### src/rtl/assert_macros.svh
// Assertion macros used by the console writer back end.
`ifndef ASSERT_MACROS_SVH
`define ASSERT_MACROS_SVH

// Property must hold at every rising clock edge outside reset.
`define TCW_ASSERT(lbl, clk, rst_n, prop, msg) \
	lbl: assert property (@(posedge clk) disable iff (!rst_n) (prop)) else $error(msg);

// Condition must never be true at a clock edge outside reset.
`define TCW_ASSERT_NEVER(lbl, clk, rst_n, cond, msg) \
	lbl: assert property (@(posedge clk) disable iff (!rst_n) !(cond)) else $error(msg);

`endif

### src/rtl/tcw_fifo.sv
// Small synchronous queue used between the stages of the console writer.
module tcw_fifo #(
	parameter int WIDTH = 1,
	parameter int DEPTH = 2
) (
	input  logic             clk,
	input  logic             arst_n,
	input  logic             push,
	input  logic [WIDTH-1:0] wdata,
	output logic             full,
	input  logic             pop,
	output logic [WIDTH-1:0] rdata,
	output logic             empty
);

	localparam int PW = (DEPTH > 1) ? $clog2(DEPTH) : 1;
	localparam int CW = $clog2(DEPTH + 1);
	localparam logic [PW-1:0] LAST_PTR = PW'(DEPTH - 1);
	localparam logic [CW-1:0] DEPTH_C  = CW'(DEPTH);

	logic [WIDTH-1:0] entries_q [DEPTH];
	logic [PW-1:0]    wr_ptr_q;
	logic [PW-1:0]    rd_ptr_q;
	logic [CW-1:0]    count_q;
	logic             do_push;
	logic             do_pop;

	assign full    = (count_q == DEPTH_C);
	assign empty   = (count_q == '0);
	assign do_push = push && !full;
	assign do_pop  = pop && !empty;
	assign rdata   = entries_q[rd_ptr_q];

	always_ff @(posedge clk or negedge arst_n) begin
		if (!arst_n) begin
			wr_ptr_q <= '0;
			rd_ptr_q <= '0;
			count_q  <= '0;
		end else begin
			if (do_push) begin
				wr_ptr_q <= (wr_ptr_q == LAST_PTR) ? '0 : wr_ptr_q + 1'b1;
			end
			if (do_pop) begin
				rd_ptr_q <= (rd_ptr_q == LAST_PTR) ? '0 : rd_ptr_q + 1'b1;
			end
			if (do_push && !do_pop) begin
				count_q <= count_q + 1'b1;
			end else if (do_pop && !do_push) begin
				count_q <= count_q - 1'b1;
			end
		end
	end

	always_ff @(posedge clk) begin
		if (do_push) begin
			entries_q[wr_ptr_q] <= wdata;
		end
	end

endmodule

### config.mk
export PLATFORM = sky130hd
export DESIGN_NAME = tcw_fifo
export DESIGN_NICKNAME = d
export VERILOG_FILES = /design/src/rtl/assert_macros.svh /design/src/rtl/tcw_fifo.sv
export SDC_FILE = /design/constraint.sdc
export NUM_CORES = 1
export LEC_CHECK = 0
export BUFFER_PORTS_ARGS = -buffer_cell sky130_fd_sc_hd__buf_2
export CAP_MARGIN = 15
export CORE_AREA = 2 2 39 41
export DETAILED_ROUTE_END_ITERATION = 16
export DIE_AREA = 0 0 41 43
export PLACE_DENSITY_LB_ADDON = 0.12
export SLEW_MARGIN = 20
export SYNTH_ARGS = -nofsm -noshare
export SYNTH_HDL_FRONTEND = slang
export SYNTH_SLANG_ARGS = --single-unit
### constraint.sdc
create_clock -name clk -period 2.5 [get_ports clk]
set_clock_uncertainty 0.2 [all_clocks]
set_input_delay 0 -clock clk [delete_from_list [all_inputs] [get_ports clk]]
set_output_delay 0 -clock clk [all_outputs]
set_load 0.1 [all_outputs]
==> flow_metrics.py <==
metrics = {
    "floorplan": {
        "io_pins": 8,
        "die-width_um": 41,
        "die_y_um": 43,
        "fp-row-count": 14,
        "core_um2": 1384,
        "start_util_pct": 19.35,
        "die_area_um2": 1763,
    },
    "timing": {
        "rsz0062_at_grt": "false",
        "period_needed_ns": 1.657,
        "max_freq_mhz": 603.6,
        "slew_violations": 0,
        "finalSetupTns_ns": 0,
        "max_slew_margin_pct": 67.78,
        "hold_viol_final": 0,
        "period_share_pct": 66.26,
        "final-setup-viol-count": 0,
        "tightest_slew_ns": 0.4867,
    },
    "placement": {
        "hpwl_um": 334.2,
        "gp_congestion": 0.6683,
        "io_buffers": 7,
    },
    "global_routing": {
        "gr-total-overflow": 0,
        "first_global_vias": 190,
        "grt_pass1_wl_um": 738,
        "grt_use_total_pct": 7.186,
        "grt_max_degree": 6,
        "antenna_found_initial": 0,
    },
    "hold_path": {
        "min_path_type": "in -> reg",
    },
    "cts": {
        "clock-root-buffer": "clkbuf_4",
        "tritoncts": "done",
        "cts_htree_levels": 1,
        "clock_sinks": 6,
        "clockBufferDepth": 2,
        "clkTransAtPathRegs_ns": 0.05,
        "clk_latency_ns": 0.24,
        "cts_made_buffers": 3,
    },
    "layout": {
        "drive_gt1_share_pct": 28.95,
        "nNetsFinal": 45,
        "antenna_cells": 0,
        "layout_commonest_cell": "buf_2",
        "utilization_pct": 28.84,
        "synthToLayoutAreaGrowth_pct": 49.07,
        "layout_common_cells": "7 x buf_2, 5 x dlygate4sd3_1, 4 x dfrtp_1",
    },
    "synthesis": {
        "avgSynthCellArea_um2": 12.17,
        "ys_seq_area_share_pct": 59.81,
        "ys_ff_latch": 6,
        "netlist_area_um2": 267.8,
        "syn-num-nets": 28,
        "syn-instance-count": 22,
        "synth_warnings": 0,
        "synth_cell_type_count": 12,
    },
    "drt": {
        "drt.antenna.violating_nets": 0,
        "via_per_inst": 3.704,
        "wl_per_cell_um": 8.148,
        "num_vias": 200,
        "drt_iter0_drc": 2,
        "wl_um": 440,
        "drc": 0,
        "first_pass_iters": 4,
    },
    "worst_setup_path": {
        "crit_type": "reg -> reg",
        "cp_max_fo": 5,
        "end_kind": "register",
        "arrival_ns": 1.62,
        "cp-start-kind": "register",
        "required_ns": 2.46,
    },
    "outcome": {
        "status": "completed",
    },
    "job": {
        "drv_cap": 0,
    },
}
## worst max-delay path, cell delays in order, from the launching register on
cell      delay [ns]
dfrtp_1         0.42
nand2b_1        0.20
nand2_1         0.13
inv_1           0.05
ha_1            0.30
nor2_1          0.14
xor2_1          0.15
## registers in the layout (all words and copies together), names as in the netlist
name / count
wr_ptr_q: 1
count_q: 2
rd_ptr_q: 1
entries_q: 2
## final timing paths
kind	startpoint	endpoint	slack, ns	depth (start not counted)
setup / recovery	count_q[0]	count_q[1]	0.84	6
hold / removal	wdata	entries_q[1]	0.28	2
setup reg to reg	count_q[0]	count_q[1]	0.84	6
hold reg to reg	rd_ptr_q	rd_ptr_q	0.29	1
max in group asynchronous	arst_n	wr_ptr_q	1.47	3
min in group asynchronous	arst_n	rd_ptr_q	0.44	3
## layer usage
metal	wire length [µm]	GRT usage [%]
met1	193	7.261
met4	0	4.000
met3	37	7.853
met5	0	0
met2	209	8.750
## synthesized netlist by cell type
master / n / area, µm²
xor2_1: 2 / 17.52
nand2_1: 1 / 3.750
edfxtp_1: 2 / 60.06
ha_1: 1 / 12.51
nor2_1: 3 / 11.26
xnor2_1: 3 / 26.28
nand2b_1: 1 / 6.260
dfrtp_1: 4 / 100.1
and3_1: 1 / 6.260
o21ai_1: 1 / 5.000
inv_1: 2 / 7.510
mux2_2: 1 / 11.26
## cells by family after synthesis
logic type	count (synthesis)	synth area share, %
AO/OA/AOI/OAI	1	1.867
XOR/XNOR	5	16.36
adder cells (fa/ha/maj)	1	4.672
buffers and inverters	2	2.805
flip-flops	6	59.82
multiplexers	1	4.205
AND/OR/NAND/NOR	6	10.28
## layout make-up
| type | count | area (µm²) |
|---|---|---|
| Clock buffer | 4 | 26.28 |
| Tap cell | 16 | 20.02 |
| Timing Repair Buffer | 12 | 85.08 |
| Fill cell | 153 | 984.7 |
| Multi-Input combinational cell | 14 | 100.1 |
| Sequential cell | 6 | 160.2 |
| Inverter | 2 | 7.507 |
## through the flow
step	setup WS (ns)	cells	area, µm²	hold slack [ns]
finish	0.8434	54	399.1	0.2815
global placement	0.8405	45	322.8	-0.3831
global route	0.6971	54	399.1	0.3024
detailed placement	0.8360	45	322.8	-0.3816
CTS	0.8170	54	399.1	0.2748
floorplan	0.6269	22	267.8	-0.4956
## timing repair
item / 4_1_cts / 5_1_grt
endpoints found under the hold margin: 10 / 0
hold buffers: 5 / 0
resized for setup: 0 / 0
buffers inserted: 0 / 0
Power is left out: the tool's default activity adds up to more than one toggle a clock period on the data nets, which glitch-free logic cannot reach.
