File: config.mk
export PLATFORM = sky130hd
export DESIGN_NAME = tcw_front
export DESIGN_NICKNAME = d
export VERILOG_FILES = /design/src/rtl/assert_macros.svh /design/src/rtl/tcw_pkg.sv /design/src/rtl/tcw_front.sv
export SDC_FILE = /design/constraint.sdc
export NUM_CORES = 1
export LEC_CHECK = 0
export ABC_AREA = 1
export BUFFER_PORTS_ARGS = -buffer_cell sky130_fd_sc_hd__buf_2
export CAP_MARGIN = 20
export CORE_MARGIN = 5
export CORE_UTILIZATION = 44
export CTS_BUF_LIST = sky130_fd_sc_hd__clkbuf_8
export DETAILED_ROUTE_END_ITERATION = 16
export GPL_ROUTABILITY_DRIVEN = 0
export PLACE_DENSITY_LB_ADDON = 0.25
export SLEW_MARGIN = 20
export SYNTH_ARGS = -nofsm -noshare
export SYNTH_HDL_FRONTEND = slang
export SYNTH_SLANG_ARGS = --single-unit
File: constraint.sdc
create_clock -name clk -period 2.3 [get_ports clk]
set_clock_uncertainty 0.05 [all_clocks]
set_input_delay 0.345 -clock clk [delete_from_list [all_inputs] [get_ports clk]]
set_output_delay 0.345 -clock clk [all_outputs]
set_load 0.05 [all_outputs]
File: src/rtl/assert_macros.svh
// Assertion macros used by the console writer back end.
`ifndef ASSERT_MACROS_SVH
`define ASSERT_MACROS_SVH

// Property must hold at every rising clock edge outside reset.
`define TCW_ASSERT(lbl, clk, rst_n, prop, msg) \
	lbl: assert property (@(posedge clk) disable iff (!rst_n) (prop)) else $error(msg);

// Condition must never be true at a clock edge outside reset.
`define TCW_ASSERT_NEVER(lbl, clk, rst_n, cond, msg) \
	lbl: assert property (@(posedge clk) disable iff (!rst_n) !(cond)) else $error(msg);

`endif

File: src/rtl/tcw_pkg.sv
// Types and constants of the text console writer.
package tcw_pkg;

	localparam int COLOR_W   = 4;
	localparam int REG_IDX_W = 1;

	localparam logic [1:0] CMD_PUT   = 2'd0;
	localparam logic [1:0] CMD_CLEAR = 2'd1;
	localparam logic [1:0] CMD_READ  = 2'd2;

	localparam logic [REG_IDX_W-1:0] REG_FG = 1'b0;
	localparam logic [REG_IDX_W-1:0] REG_BG = 1'b1;

	localparam logic [7:0] BLANK_CHAR   = 8'h20;
	localparam logic [7:0] NEWLINE_CHAR = 8'h0A;
	localparam logic [7:0] RETURN_CHAR  = 8'h0D;

	localparam logic [COLOR_W-1:0] RESET_FG = 4'h0;
	localparam logic [COLOR_W-1:0] RESET_BG = 4'hF;
	localparam logic [15:0] RESET_CELL = {RESET_BG, RESET_FG, BLANK_CHAR};

	typedef struct packed {
		logic [1:0] cmd;
		logic [7:0] char_code;
		logic [6:0] read_col;
		logic [4:0] read_row;
	} item_t;

	typedef struct packed {
		logic [15:0] cell_value;
		logic [6:0]  cursor_col;
		logic [4:0]  cursor_row;
	} result_t;

	typedef enum logic [2:0] {
		OP_NOP,
		OP_NEWLINE,
		OP_RETURN,
		OP_CHAR,
		OP_CLEAR,
		OP_READ
	} op_kind_t;

	typedef struct packed {
		op_kind_t   kind;
		logic [7:0] char_code;
		logic [6:0] read_col;
		logic [4:0] read_row;
	} op_t;

	typedef struct packed {
		logic                 wr_en;
		logic [REG_IDX_W-1:0] index;
		logic [COLOR_W-1:0]   data;
	} cfg_wr_t;

endpackage

File: src/rtl/tcw_front.sv
// Front stage of the console writer: takes input transactions and classifies them.
module tcw_front #(
	parameter int COLS = 80,
	parameter int ROWS = 25
) (
	input  logic            clk,
	input  logic            arst_n,
	input  logic            push,
	input  tcw_pkg::item_t  item,
	output logic            full,
	input  logic            init_busy,
	output logic            op_push,
	output tcw_pkg::op_t    op,
	input  logic            op_full
);

	logic         valid_s1;
	tcw_pkg::op_t op_s1;
	tcw_pkg::op_t op_cls;
	logic         accept;
	logic         read_in_range;

	assign full    = (valid_s1 && op_full) || init_busy;
	assign accept  = push && !full;
	assign op_push = valid_s1 && !op_full;
	assign op      = op_s1;

	assign read_in_range = (32'(item.read_col) < COLS) && (32'(item.read_row) < ROWS);

	always_comb begin
		op_cls.char_code = item.char_code;
		op_cls.read_col  = item.read_col;
		op_cls.read_row  = item.read_row;
		case (item.cmd)
			tcw_pkg::CMD_PUT: begin
				if (item.char_code == tcw_pkg::NEWLINE_CHAR) begin
					op_cls.kind = tcw_pkg::OP_NEWLINE;
				end else if (item.char_code == tcw_pkg::RETURN_CHAR) begin
					op_cls.kind = tcw_pkg::OP_RETURN;
				end else begin
					op_cls.kind = tcw_pkg::OP_CHAR;
				end
			end
			tcw_pkg::CMD_CLEAR: op_cls.kind = tcw_pkg::OP_CLEAR;
			tcw_pkg::CMD_READ: begin
				op_cls.kind = read_in_range ? tcw_pkg::OP_READ : tcw_pkg::OP_NOP;
			end
			default: op_cls.kind = tcw_pkg::OP_NOP;
		endcase
	end

	always_ff @(posedge clk or negedge arst_n) begin
		if (!arst_n) begin
			valid_s1 <= 1'b0;
		end else if (accept) begin
			valid_s1 <= 1'b1;
		end else if (op_push) begin
			valid_s1 <= 1'b0;
		end
	end

	always_ff @(posedge clk) begin
		if (accept) begin
			op_s1 <= op_cls;
		end
	end

endmodule

==> key figures, run 1 <==
CTS
  – Clock tree buffer depth: 2
  – CTS Buf Count: 3
  – TritonCTS Sinks: 24
  – Worst-Skew Late Latency: 0.25 ns
  – Clock transition at path regs: 0.08 ns
  – H-tree depth: 1
  – CTS tree: yes
  – Post-CTS Resized: 0
  – Setup bufs post-CTS: 0
  – Clk Tree Root Cell: clkbuf_8
  – CTS hold repair buffers: 1

Routing
  – Antenna Nets Post-Route: 0
  – Via density: 4.22
  – Via count: 646
  – DRT Pass-1 Iters: 4
  – Initial DRC count: 5
  – # DRC: 0
  – WL final: 1730 µm
  – Per-cell routed wire length: 11.3 µm

Finish
  – Area occupied by multi-input gates: 131 µm²
  – Fin nets: 154
  – Area growth from synthesis to layout: 39.6%
  – # diodes: 0
  – Core Util, Final: 64.2%
  – Fillers: 174
  – Register Area: 716 µm²
  – Proportion of layout cells with a drive suffix above 1: 45.2%
  – Most frequent cells in the layout: 51 x buf_2, 23 x edfxtp_1, 15 x nand2_1, 13 x inv_1, 11 x nor2_1
  – Commonest non-fill, non-tap cell in the layout: buf_2

Yosys
  – Ys Warns: 0
  – Avg Inst Size Synth: 12.9 µm²
  – Sequential-to-total area share from yosys stat: 80.1%
  – Synth cell types: 9
  – Syn Std Cell Area: 893 µm²
  – Syn_nets: 96
  – Mapped Cells: 69
  – Flops & latches, synth: 24

Setup path
  – WP data arrival: 1.02 ns
  – CP required: 1.90 ns
  – Crit path kind: flip-flop to output pin
  – CP startpoint kind: flip-flop
  – Worst-path maximum fanout: 2
  – Critical Path End Type: output pin

GRT
  – Total track usage: 11.7%
  – GR Util met1: 11.7%
  – Largest net degree at the start of global routing: 24
  – Met2 usage: 23.4%
  – Met3 Use GR: 3.22%
  – Most Used Layer, Global Route: met2
  – Vias in the first global route: 601
  – First-pass GRT wire length: 2480 µm
  – Initial antenna violation count: 0
  – Gr ovfl total: 0

STA
  – Final WS setup: 0.889 ns
  – Worst-Margin Slew: 0.283 ns
  – Max Slew Vio Count: 0
  – RSZ-0062 raised after global routing: false
  – Fmax: 0.709 GHz
  – Min Tclk post-route: 1.41 ns
  – Final setup vio count: 0
  – Relative slew slack: 81.1%
  – Setup TNS: 0 ns
  – Final hold violation count: 0
  – Final critical-path share of the clock period: 61.4%

Floorplan
  – Placeable Area: 1940 µm²
  – Die width: 55.1 µm
  – Starting Density: 46.0%
  – Num rows: 16
  – I/O pin total: 52
  – Die Y: 55.1 µm
  – Die area: 3030 µm²

Pwr
  – Peak supply drop: 0.375 mV
  – Leak: 0.591 nW
  – Pwr per Cell Area: 711 nW/µm²

Run status
  – Status: complete, no violations

Placement
  – Post-DP HPWL: 1400 µm
  – Pre-CTS setup slack: 0.943 ns
  – IO Port Bufs: 51

Flow run
  – Max-Cap Viols: 0

Min path
  – Worst hold path type: primary input to flip-flop
## report_power, final
part           internal, mW  switching [mW]  total [mW]
registers             0.502         0.00445       0.506
logic                0.0384           0.105       0.144
clock network         0.119           0.118       0.237
## worst max-delay path, cell delays in order, from the launching register on
cell,delay [ns]
dfrtp_1,0.35
nand2_1,0.06
nand2_1,0.08
buf_2,0.27
## metrics by stage
stage / total power, mW / instances / hold WS, ns / cell area [µm²]
after global placement: 0.656 / 148 / 0.0697 / 1190
after global routing: 0.929 / 153 / 0.196 / 1250
after detailed placement: 0.660 / 148 / 0.0754 / 1190
after CTS: 0.895 / 153 / 0.208 / 1250
after floorplan: 0.610 / 69 / -0.000591 / 893
final: 0.887 / 153 / 0.210 / 1250
## sequential cells by signal, indices dropped and copies added (netlist names)
| name | count |
|---|---|
| op | 23 |
| valid_s1 | 1 |
## routing by layer
layer	vias up	share of wire, %
met5	-	0
met4	0	0
met3	0	9.6
met2	21	57
met1	290	34
li1	335	-
## synth_stat cells, drive strengths merged
library cell   n  share of area [%]
inv           13                5.5
nand2         15                6.3
edfxtp        23                 77
o21ai          1               0.56
dfrtp          1                2.8
or2            1               0.70
nor2          13                5.7
nand3          2                1.1
## cell families (layout without fill, tap and decap cells)
logic type | after synthesis | after routing | share of synthesized area [%]
flip-flops | 24 | 24 | 80.1
AO/OA/AOI/OAI | 1 | 1 | 0.560
AND/OR/NAND/NOR | 31 | 31 | 13.9
buffers and inverters | 13 | 70 | 5.46
## final cells by class
class,instances,area share [%]
inverter,13,3.91
multi-input combinational,32,10.5
tap,27,2.71
clock buffer,3,3.31
timing repair buffer,53,21.9
clock inverter,1,0.301
sequential,24,57.4
## path summary, 6_finish.rpt
path | startpoint | endpoint | slack (ns) | depth (start not counted)
setup / recovery | valid_s1 | full | 0.89 | 3
setup reg to reg | valid_s1 | op[14] | 1.04 | 4
min in group asynchronous | arst_n | valid_s1 | 0.35 | 2
hold / removal | item[6] | op[6] | 0.21 | 1
max in group asynchronous | arst_n | valid_s1 | 1.76 | 2
hold reg to reg | valid_s1 | valid_s1 | 0.46 | 2
Power figures use the tool's default switching activity.
==> inputs of run 2 (changes only) <==
- ABC_AREA: 1 -> 0
- CORE_UTILIZATION: 44 -> 43
- clock period: 2.3 -> 1.4 ns (I/O delays scaled with it)
==> run 2 against run 1 <==
  * Clock power grew 88%
  * Global-route usage grew 0.42 points
  * Final area down 1.6%
  * Largest power group unchanged
  * Die area shrank 3.4%
  * Wire length decreased by 7.6%
==> key figures, run 2 <==
STA
  – Fmax: 0.772 GHz
  – Final WS setup: 0.104 ns (-0.785 ns)
  – Max Slew Vio Count: 0 (unchanged)
  – Relative slew slack: 77.2% (-3.9 points)
  – Final critical-path share of the clock period: 92.6%
  – Final setup vio count: 0 (unchanged)
  – Worst-Margin Slew: 0.337 ns (+0.0546 ns)
  – Min Tclk post-route: 1.30 ns
  – Setup TNS: 0 ns (unchanged)
  – Final hold violation count: 0 (unchanged)
  – RSZ-0062 raised after global routing: false

Finish
  – Commonest non-fill, non-tap cell in the layout: buf_2
  – Register Area: 716 µm² (unchanged)
  – Area occupied by multi-input gates: 133 µm² (+0.95%)
  – # diodes: 0 (unchanged)
  – Fin nets: 126 (-18%)
  – Proportion of layout cells with a drive suffix above 1: 60.2% (+15 points)
  – Fillers: 153 (-12%)
  – Max FFs per register: 23 (unchanged)
  – Most frequent cells in the layout: 49 x buf_2, 23 x edfxtp_1, 4 x clkbuf_8, 3 x nand2_1, 2 x nand2b_1
  – Area growth from synthesis to layout: 46.6%

Setup path
  – Worst path cell trace: nor2b_1 > clkbuf_4
  – Setup crit end: op_push
  – R2R setup slack: 0.30 ns (-0.74 ns)
  – Reg2reg end: op[11]
  – R2R Path Start: valid_s1
  – Worst Path Buf+Inv: 1 (unchanged)
  – Worst-path maximum fanout: 3 (+1)
  – Crit path launch: valid_s1
  – CP startpoint kind: flip-flop
  – Crit path kind: flip-flop to output pin
  – Levels on crit path: 2 (-1)
  – WP data arrival: 1.04 ns (+0.02 ns)
  – Critical path's top delay family: flip-flops
  – Critical Path End Type: output pin
  – Crit path largest cell delay: 0.41 ns (+0.06 ns)
  – FF-to-FF path depth: 2 (-2)
  – CP required: 1.14 ns (-0.76 ns)
  – Critical path's slowest cell: dfrtp_1

Floorplan
  – Placeable Area: 1900 µm² (-2.1%)
  – Die width: 54.1 µm (-1.7%)
  – Num rows: 16 (unchanged)
  – Die Y: 54.1 µm (-1.7%)
  – I/O pin total: 52 (unchanged)
  – Starting Density: 44.0% (-2.0 points)
  – Die area: 2930 µm² (-3.4%)

Yosys
  – Flops & latches, synth: 24 (unchanged)
  – Sequential-to-total area share from yosys stat: 85.5% (+5.4 points)
  – Synth area leaders: edfxtp_1 83%, dfrtp_1 3.0%, o311ai_2 1.9%, a221oi_2 1.8%, nand2b_1 1.5%
  – Post-synth EDFFs: 23 (unchanged)
  – Async SR Flop Fraction: 4.17% (unchanged)
  – Most common flop cell mapped by yosys: edfxtp_1
  – Mapped Cells: 41 (-41%)
  – Syn Std Cell Area: 837 µm² (-6.3%)
  – Synth top area share: 82.5% (+5.2 points)
  – Post-synth top area cell: edfxtp_1
  – Synth cell types: 16 (+7)
  – Ys Warns: 0 (unchanged)
  – Count leader, synth: edfxtp_1
  – Avg Inst Size Synth: 20.4 µm² (+58%)
  – Syn_nets: 68 (-29%)
  – Commonest cells post-synth: 23 x edfxtp_1, 3 x nand2_1, 2 x nand2b_1

GRT
  – Initial antenna violation count: 0 (unchanged)
  – Vias in the first global route: 576 (-4.2%)
  – First-pass GRT wire length: 2420 µm (-2.3%)
  – Gr ovfl total: 0 (unchanged)
  – Largest net degree at the start of global routing: 24 (unchanged)
  – Total track usage: 12.1% (+0.42 points)

CTS
  – Clock tree buffer depth: 2 (unchanged)
  – CTS Buf Count: 3 (unchanged)
  – Setup bufs post-CTS: 0 (unchanged)
  – Worst-Skew Late Latency: 0.25 ns (about the same)
  – Clock transition at path regs: 0.07 ns (about the same)
  – CTS tree: yes
  – Clk Tree Root Cell: clkbuf_8
  – H-tree depth: 1 (unchanged)
  – TritonCTS Sinks: 24 (unchanged)

Routing
  – DRT Pass-1 Iters: 2 (-2)
  – WL final: 1600 µm (-7.6%)
  – Routed wl met3: 157 µm (-5.4%)
  – # DRC: 0 (unchanged)
  – Initial DRC count: 5 (unchanged)
  – Wire length on met2: 953 µm (-2.7%)
  – Uppermost layer routed: met3
  – Via count: 564 (-13%)
  – Via density: 4.51 (+6.9%)
  – Antenna Nets Post-Route: 0 (unchanged)
  – Per-cell routed wire length: 12.8 µm (+13%)
  – M1 wire length: 488 µm (-17%)

Placement
  – Pre-CTS setup slack: 0.181 ns (-0.761 ns)
  – IO Port Bufs: 51 (unchanged)

Min path
  – Worst hold path type: primary input to flip-flop

Flow run
  – Max-Cap Viols: 0 (unchanged)

Pwr
  – Peak supply drop: 0.640 mV (+71%)
  – Pwr per Cell Area: 1230 nW/µm² (+74%)
  – Leak: 0.517 nW (-12%)

Run status
  – Status: complete, no violations
==> run 2: cell count changes in the layout (fill, tap and decap cells not counted), moves of 2 or more <==
cell      previous run  this run
inv_1               13         0
nand2_1             15         3
nor2_1              11         1
buf_2               51        49
nand2b_1             0         2
nor2_2               2         0
==> run 2: metal layers <==
| layer | vias up | global-route usage (%) |
|---|---|---|
| met5 | - | 0 |
| met4 | 0 | 6.22 |
| met3 | 0 | 3.88 |
| met2 | 25 | 23.5 |
| met1 | 262 | 10.7 |
| li1 | 277 | - |
==> run 2: cell families (layout without fill, tap and decap cells) <==
logic type	count (synthesis)	after routing	share of synthesized area [%]
AOI/OAI and AO/OA	5	5	5.98
buffers and inverters	0	57	0
DFF	24	24	85.5
muxes	1	1	1.20
and+or+nand+nor	11	11	7.32
==> run 2: power breakdown <==
group / total, mW / switching [mW] / internal (mW)
clock: 0.446 / 0.196 / 0.250
sequential: 0.833 / 0.00910 / 0.824
combinational: 0.237 / 0.167 / 0.0700
total: 1.52 / 0.371 / 1.14
==> run 2: repair_timing <==
action,CTS,global route
setup endpoints to repair,0,2
gates resized for setup,0,3
hold endpoints to repair,1,0
hold buffers,1,0
==> run 2: how the worst min path moves through the flow <==
stage | end | startpoint | cells past startpoint | slack, ns
after floorplan | valid_s1 | arst_n | 0 | -0.14
after detailed placement | valid_s1 | arst_n | 1 | -0.06
after global placement | valid_s1 | arst_n | 1 | -0.06
after global routing | op[7] | item[7] | 1 | 0.06
final | op[7] | item[7] | 1 | 0.08
after CTS | op[7] | item[7] | 1 | 0.07
==> run 2: worst register-to-register path: cells and delay by family (launching register included) <==
family / cells / cell delay, ns
AO/OA/AOI/OAI: 1 / 0.16
flip-flops: 1 / 0.42
buffers and inverters: 1 / 0.19
==> run 2: stage by stage <==
stage | std cells | util, % | instance area (µm²) | hold slack [ns] | power, mW
5_1_grt | 125 | 64.5 | 1230 | 0.0649 | 1.59
3_3_place_gp | 120 | 60.9 | 1160 | -0.0647 | 1.08
2_1_floorplan | 41 | - | 848 | -0.136 | 0.996
4_1_cts | 125 | 64.3 | 1220 | 0.0734 | 1.53
6_report | 125 | 64.5 | 1230 | 0.0781 | 1.52
3_5_place_dp | 120 | 60.9 | 1160 | -0.0589 | 1.09
==> run 2: cell type report <==
class | instances | area share, %
clock buffers | 4 | 4.49
multi-input cells | 17 | 10.8
flip-flops and latches | 24 | 58.3
well taps | 27 | 2.75
repair buffers | 53 | 23.6
==> inputs of run 3 (changes only) <==
- CORE_UTILIZATION: 43 -> 46
- clock period: 1.4 -> 1.6 ns (I/O delays scaled with it)
==> run 3 against run 2 <==
  * Final area shrank 1.2%
  * Worst setup slack gained 0.18 ns
  * Cell count shrank 1.6%
==> key figures, run 3 (synthesis gave the netlist of run 2 again) <==
STA
  – Min Tclk post-route: 1.32 ns
  – Worst-Margin Slew: 0.342 ns (+0.00488 ns)
  – Setup TNS: 0 ns (unchanged)
  – Final setup vio count: 0 (unchanged)
  – Final critical-path share of the clock period: 82.3%
  – Max Slew Vio Count: 0 (unchanged)
  – Hold slack: 0.108 ns (+0.0297 ns)
  – Fmax: 0.759 GHz
  – RSZ-0062 raised after global routing: false
  – Final hold violation count: 0 (unchanged)
  – Relative slew slack: 76.9% (-0.33 points)

Finish
  – Register Area: 716 µm² (unchanged)
  – Area growth from synthesis to layout: 44.8%
  – Max FFs per register: 23 (unchanged)
  – Commonest non-fill, non-tap cell in the layout: buf_2
  – Final instance count without filler cells: 123 (-1.6%)
  – Fin nets: 126 (unchanged)
  – Finished Cell Area: 1210 µm² (-1.2%)
  – Most frequent cells in the layout: 51 x buf_2, 23 x edfxtp_1, 4 x clkbuf_8, 3 x nand2_1, 2 x nand2b_1
  – Fillers: 137 (-10%)
  – Area occupied by multi-input gates: 125 µm² (-5.7%)
  – Proportion of layout cells with a drive suffix above 1: 60.2% (unchanged)
  – # diodes: 0 (unchanged)

GRT
  – First-pass GRT wire length: 2510 µm (+3.7%)
  – Total track usage: 12.5% (+0.40 points)
  – Largest net degree at the start of global routing: 24 (unchanged)
  – Gr ovfl total: 0 (unchanged)
  – Vias in the first global route: 590 (+2.4%)
  – Initial antenna violation count: 0 (unchanged)

Routing
  – WL final: 1590 µm (-0.44%)
  – Per-cell routed wire length: 12.9 µm (+1.2%)
  – DRT Pass-1 Iters: 2 (unchanged)
  – Via count: 567 (+0.53%)
  – Via density: 4.61 (+2.2%)
  – # DRC: 0 (unchanged)
  – Initial DRC count: 2 (-3)
  – Antenna Nets Post-Route: 0 (unchanged)

CTS
  – CTS Buf Count: 3 (unchanged)
  – H-tree depth: 1 (unchanged)
  – CTS tree: yes
  – Clk Tree Root Cell: clkbuf_8
  – Clock tree buffer depth: 2 (unchanged)
  – Post-CTS Resized: 0 (unchanged)
  – Setup bufs post-CTS: 0 (unchanged)
  – Clock transition at path regs: 0.08 ns (about the same)
  – TritonCTS Sinks: 24 (unchanged)
  – Worst-Skew Late Latency: 0.25 ns (about the same)

Run status
  – Status: complete, no violations

Pwr
  – Pwr per Cell Area: 1090 nW/µm² (-12%)
  – Leak: 0.515 nW (-0.43%)
  – Peak supply drop: 0.547 mV (-15%)

Setup path
  – CP required: 1.31 ns (+0.17 ns)
  – R2R Path Start: valid_s1
  – Critical Path End Type: output pin
  – CP startpoint kind: flip-flop
  – Crit path kind: flip-flop to output pin
  – Crit path largest cell delay: 0.38 ns (-0.03 ns)
  – Worst-path maximum fanout: 3 (unchanged)
  – WP data arrival: 1.03 ns (about the same)
  – FF-to-FF path depth: 2 (unchanged)
  – Critical path's top delay family: flip-flops
  – Worst path cell trace: nand2_1 > nand2b_1 > buf_2
  – Critical path's slowest cell: dfrtp_1
  – Reg2reg end: op[18]
  – Worst Path Buf+Inv: 1 (unchanged)
  – R2R setup slack: 0.49 ns (+0.19 ns)

Placement
  – Post-DP HPWL: 1300 µm
  – Placed Instances: 118 (-1.7%)
  – IO Port Bufs: 51 (unchanged)
  – Dpl cell area: 1150 µm² (-0.86%)

Flow run
  – Max-Cap Viols: 0 (unchanged)

Min path
  – Hold Crit Depth: 1 (unchanged)
  – Worst hold path type: primary input to flip-flop
  – Hold_sp: item[6]
  – Worst Hold End: op[6]

Floorplan
  – Num rows: 15 (-1)
  – Placeable Area: 1730 µm² (-9.2%)
  – Die area: 2770 µm² (-5.3%)
  – Die Y: 52.7 µm (-2.7%)
  – I/O pin total: 52 (unchanged)
  – Die width: 52.7 µm (-2.7%)
  – Starting Density: 48.5% (+4.5 points)
-- run 3: area by class of cell --
type / count / share of cell area [%]
sequential: 24 / 59.0
timing repair buffer: 53 / 23.5
multi-input combinational: 17 / 10.3
clock buffer: 4 / 4.54
tap: 25 / 2.58
-- run 3: power breakdown --
group          internal, mW  switching, mW
clock                 0.219          0.170
combinational        0.0586          0.146
sequential            0.721        0.00644
total                 0.998          0.322
-- run 3: stage by stage --
step / utilization (%) / setup slack, ns / total power, mW
3_5_place_dp: 66.4 / 0.340 / 0.947
3_3_place_gp: 66.4 / 0.401 / 0.943
5_1_grt: 70.2 / 0.191 / 1.38
2_1_floorplan: - / 0.0566 / 0.870
4_1_cts: 70.2 / 0.271 / 1.33
6_report: 70.2 / 0.283 / 1.32
-- run 3: worst max path at each step --
stage                         start       to  slack, ns  cells after the start
after floorplan            valid_s1    op[0]       0.06                      1
after global placement    init_busy   op[14]       0.40                      4
after detailed placement   item[17]   op[21]       0.34                      4
after CTS                  valid_s1     full       0.27                      3
after global routing       valid_s1  op_push       0.19                      2
final                      valid_s1     full       0.28                      3
-- run 3: per-layer routing --
metal  share of wire (%)  GRT usage [%]
met4                   0           3.83
met2                  53           24.6
met1                  37           12.8
met5                   0              0
met3                  10           2.56
-- run 3: repair_timing --
| action | in CTS | in global routing |
|---|---|---|
| hold buffers | 1 | 0 |
| setup endpoints to repair | 0 | 0 |
| hold endpoints to repair | 1 | 0 |
